## config.mk

```make
export PLATFORM = sky130hd
export DESIGN_NAME = sla_bitmap
export DESIGN_NICKNAME = d
export VERILOG_FILES = /design/src/rtl/core/sla_bitmap.sv
export SDC_FILE = /design/constraint.sdc
export NUM_CORES = 1
export LEC_CHECK = 0
export BUFFER_PORTS_ARGS = -buffer_cell sky130_fd_sc_hd__buf_2
export CAP_MARGIN = 5
export CORE_MARGIN = 4
export CORE_UTILIZATION = 57
export DETAILED_ROUTE_END_ITERATION = 16
export PLACE_DENSITY = 0.76
export SKIP_LAST_GASP = 1
export SLEW_MARGIN = 10
export SYNTH_ARGS = -nofsm -noshare
export SYNTH_HDL_FRONTEND = slang
export SYNTH_SLANG_ARGS = --single-unit
```

## constraint.sdc

```tcl
create_clock -name clk -period 2.7 [get_ports clk]
set_input_delay 0.135 -clock clk [delete_from_list [all_inputs] [get_ports clk]]
set_output_delay 0.135 -clock clk [all_outputs]
set_load 0.005 [all_outputs]
```

## src/rtl/core/sla_bitmap.sv

```systemverilog
// Allocated-bit store: one bit per slot, one write and one registered read per cycle.
// Depends on nothing but its parameter; instantiated by the top level.
module sla_bitmap #(
    parameter int MAX_SLOTS = 1024,
    parameter int SLOT_W    = $clog2(MAX_SLOTS)
) (
    input  logic              clk,
    input  logic              rd_en,
    input  logic [SLOT_W-1:0] rd_addr,
    input  logic              wr_en,
    input  logic [SLOT_W-1:0] wr_addr,
    input  logic              wr_data,
    output logic              rd_data
);
    logic mem [MAX_SLOTS];
    logic rd_data_reg;

    always_ff @(posedge clk)
    begin
        if (wr_en)
        begin
            mem[wr_addr] <= wr_data;
        end
        if (rd_en)
        begin
            // same-edge write wins over the stale entry
            if (wr_en && (wr_addr == rd_addr))
            begin
                rd_data_reg <= wr_data;
            end
            else
            begin
                rd_data_reg <= mem[rd_addr];
            end
        end
    end

    assign rd_data = rd_data_reg;

endmodule

```

==> key figures <==
Run status
  – Status: finished clean

Critical path
  – Critical path data required time: 3.11 ns
  – Max FO, Critical Path: 1
  – Endpoint class of the critical path: register
  – CP Launch Type: register
  – R2R setup slack: ~0.016 ns
  – WP data arrival: 3.09 ns
  – RR Startpoint: mem[662]$_DFFE_PP_
  – Critical Path Max Stage Delay: about 0.47 ns
  – Reg2reg path depth: 9
  – Slowest cell on crit path: mux4_2
  – Crit path cell chain: mux4_2 > a22oi_1 > a211oi_1 > buf_4 > nor4_2 > nor3_1 > nor4_4 > a211oi_2 > a211o_1
  – Worst R2R End: rd_data$_DFFE_PP_
  – Critical path class: register to register

Timing
  – Fin. max-slew vios: 0
  – Tcrit/Tclk final: 99.4%
  – Highest Clock Rate: between 300 and 400 MHz
  – Endpoints failing setup: 0
  – Clk_skew: ~0.021 ns
  – Min Clock Period, post-route: approximately 2.7 ns
  – Sum Neg Setup Slack: 0 ns
  – Worst slew pin tran: between 0.8 and 0.9 ns
  – Max_slew headroom: around two fifths
  – Hold Vio Cnt, Final: 0
  – Hold_ws: 0.0450 ns

Power
  – Max rail drop VDD: approximately 0.56 mV
  – Power Total: between 0.03 and 0.04 W
  – Static Leak: around 15 nW
  – Pwr dens: roughly 650 mW/mm2

Route
  – Routed WL: around 120000 um
  – First-iteration detailed-routing DRC count: 4785
  – Drt pass-1 iters: 6
  – DRC: 0
  – Wire per inst: around 29 um
  – Total number of vias: roughly 29000
  – Vias per Instance: approximately 6.6
  – Antenna-violating nets left: 0

Min path
  – Hold Path Sink: mem[703]$_DFFE_PP_
  – Hold Path Class: primary input to register
  – Hold path cells: 3
  – Hold_sp: wr_addr[2]

Clock tree
  – CTS tree: built
  – Max Root-Sink Buffers: 3
  – H-tree Lvls: 3
  – Sink Count: between 1000 and 1500
  – Worst-path clk slew: 0.06 ns
  – Num CTS Buffers: ~100
  – Worst skew pair latency: 0.66 ns
  – Clk Tree Root Cell: clkbuf_16

Floorplanning
  – Die area: a little over 0.08 mm2
  – CORE AREA: roughly 0.077 mm2
  – I/O pin total: 25
  – Die boundary width: between 200 and 300 um
  – Die height: 288 um
  – Cell Rows: 102
  – Initial Util: a little under three fifths

Cells and area
  – Fill cells: between 5000 and 6000
  – Layout cells sized above 1: 22.6%
  – Max reg flops: 1024
  – Fin nets: around 3200
  – Area Growth Syn to Fin: 13.5%

Logic synthesis
  – Compound-Gate Fraction of Synth Area: under 10%
  – Simple-gate share of the synthesized area: between 10% and 20%
  – Ys async rst share: 0%
  – Post-synthesis mux area share: 13.2%
  – Post-Synth XOR/XNOR Area: less than 1%
  – Warnings from Yosys: 0
  – Syn Std Cell Area: approximately 0.045 mm2
  – Main combinational cell family by area after synthesis: multiplexers
  – Register area share after synthesis: between 60% and 70%
  – Post-synthesis adder-cell area fraction: 0%
  – Syn Inst Count: 3094
  – Ys flop type: edfxtp_1
  – Netlist cell types: 57
  – Post-synthesis average cell area: 14.4 um2
  – Net Count, Synth: slightly above 3000
  – Number of synthesized flops with an enable pin: 1025
  – Flops & latches, synth: about 1000

Global route
  – Largest net degree at the start of global routing: 130
  – GRT Total Usage: 30.0%
  – Grt ovf: 0
  – Vias in the first global route: 28400
  – Initial antenna violation count: 6
  – Global-route wire length before repair: 182000 um

Place
  – Final Wtd Congestion: a little under 0.9
  – I/O Buffers: 24
  – DPL Wire Length: 70600 um

Run
  – Max_cap viols: 0
[metrics by stage]
stage | cells | area [um2] | worst slack [ns] | util (%)
floorplan | 3094 | 44600 | 0.168 | -
global placement | 4124 | 47300 | -0.553 | 61.1
detailed placement | 4124 | 47300 | -0.502 | 61.1
CTS | 4308 | 50500 | 0.000107 | 65.3
global route | 4309 | 50600 | -0.0387 | 65.3
finish | 4311 | 50600 | 0.0163 | 65.3
[repair_timing]
| action | CTS | global route |
|---|---|---|
| setup buffers | 0 | 0 |
| pin swaps | 6 | 10 |
| hold buffers | 6 | 0 |
| setup endpoints to repair | 1 | 1 |
| hold endpoints to repair | 82 | 0 |
| gates resized for setup | 15 | 11 |
[Yosys cell counts, types with 8 or more instances]
cell type | n | area (um2)
a211oi_1 | 12 | 90.1
a21oi_1 | 21 | 105
a221oi_1 | 15 | 131
a22o_1 | 9 | 78.8
a22oi_1 | 54 | 405
buf_1 | 61 | 229
buf_2 | 30 | 150
buf_4 | 18 | 135
buf_6 | 14 | 158
clkbuf_1 | 189 | 709
edfxtp_1 | 1025 | 30800
mux2_2 | 8 | 90.1
mux2i_1 | 53 | 531
mux4_2 | 234 | 5270
nand2_1 | 74 | 278
nand2b_1 | 9 | 56.3
nand3_1 | 41 | 205
nand4_1 | 9 | 56.3
nor2_1 | 1037 | 3890
nor2b_1 | 21 | 131
nor3_1 | 20 | 100
nor4_1 | 11 | 68.8
o21ai_0 | 15 | 75.1
o22ai_1 | 19 | 119
xnor2_1 | 10 | 87.6
[layout by cell type (no fill, tap or decap), types with 7 or more instances in the layout]
cell type | netlist | layout
a211oi_1 | 12 | 10
a21oi_1 | 21 | 17
a221oi_1 | 15 | 14
a22o_1 | 9 | 9
a22oi_1 | 54 | 48
and3_1 | 7 | 7
buf_12 | 0 | 34
buf_2 | 30 | 20
buf_4 | 18 | 246
bufinv_16 | 0 | 8
clkbuf_1 | 189 | 17
clkbuf_16 | 0 | 101
clkinv_1 | 0 | 32
clkinv_2 | 0 | 14
edfxtp_1 | 1025 | 1025
mux2_2 | 8 | 8
mux2i_1 | 53 | 53
mux4_2 | 234 | 234
nand2_1 | 74 | 68
nand2b_1 | 9 | 9
nand3_1 | 41 | 17
nand3_2 | 0 | 24
nand4_1 | 9 | 9
nor2_1 | 1037 | 1035
nor2b_1 | 21 | 19
nor3_1 | 20 | 20
nor3b_1 | 7 | 7
nor4_1 | 11 | 7
o21ai_0 | 15 | 15
o22ai_1 | 19 | 19
xnor2_1 | 10 | 10
[area by class of cell]
type | instances | area, um2 | share of cell area (%)
diodes | 3 | 7.51 | 0.0148
clock buffers | 118 | 2590 | 5.12
clock inverters | 60 | 493 | 0.974
inverters | 6 | 22.5 | 0.0445
multi-input cells | 1750 | 12700 | 25.1
flip-flops and latches | 1025 | 30800 | 60.8
well taps | 1040 | 1300 | 2.57
repair buffers | 309 | 2730 | 5.40
[metal layers]
metal,GRT usage [%],up-vias,share of wire (%)
li1,-,11600,-
met2,45.7,2320,46
met5,0,-,0.017
met3,7.59,413,15
met1,42.3,14300,34
met4,11.9,4,4.9
[power by group]
| part | switching (W) | internal, W | leakage (nW) |
|---|---|---|---|
| logic | 0.00123 | 0.000785 | 4.62 |
| clock network | 0.00585 | 0.00757 | 1.51 |
| registers | 0.00000301 | 0.0175 | 9.21 |
[how the worst max path moves through the flow]
stage,from,to,slack (ns),cells past startpoint
2_1_floorplan,rd_addr[1],rd_data$_DFFE_PP_,0.17,12
3_3_place_gp,rd_addr[0],rd_data$_DFFE_PP_,-0.55,11
3_5_place_dp,rd_addr[0],rd_data$_DFFE_PP_,-0.50,10
4_1_cts,mem[612]$_DFFE_PP_,rd_data$_DFFE_PP_,0.0001,9
5_1_grt,mem[662]$_DFFE_PP_,rd_data$_DFFE_PP_,-0.04,9
6_report,mem[662]$_DFFE_PP_,rd_data$_DFFE_PP_,0.02,9
[cells by family after synthesis]
group	count (synthesis)
XOR/XNOR	10
multiplexers	295
flip-flops	1025
AO/OA/AOI/OAI	179
AND/OR/NAND/NOR	1266
buffers and inverters	319
[worst max-delay path: cells and delay by family (launching register included)]
kind | cells | cell delay, ns
and+or+nand+nor | 3 | 0.72
AOI/OAI and AO/OA | 4 | 0.70
muxes | 1 | 0.47
DFF | 1 | 0.39
buffers and inverters | 1 | 0.16
No activity file was read; power rests on OpenSTA's default activity.
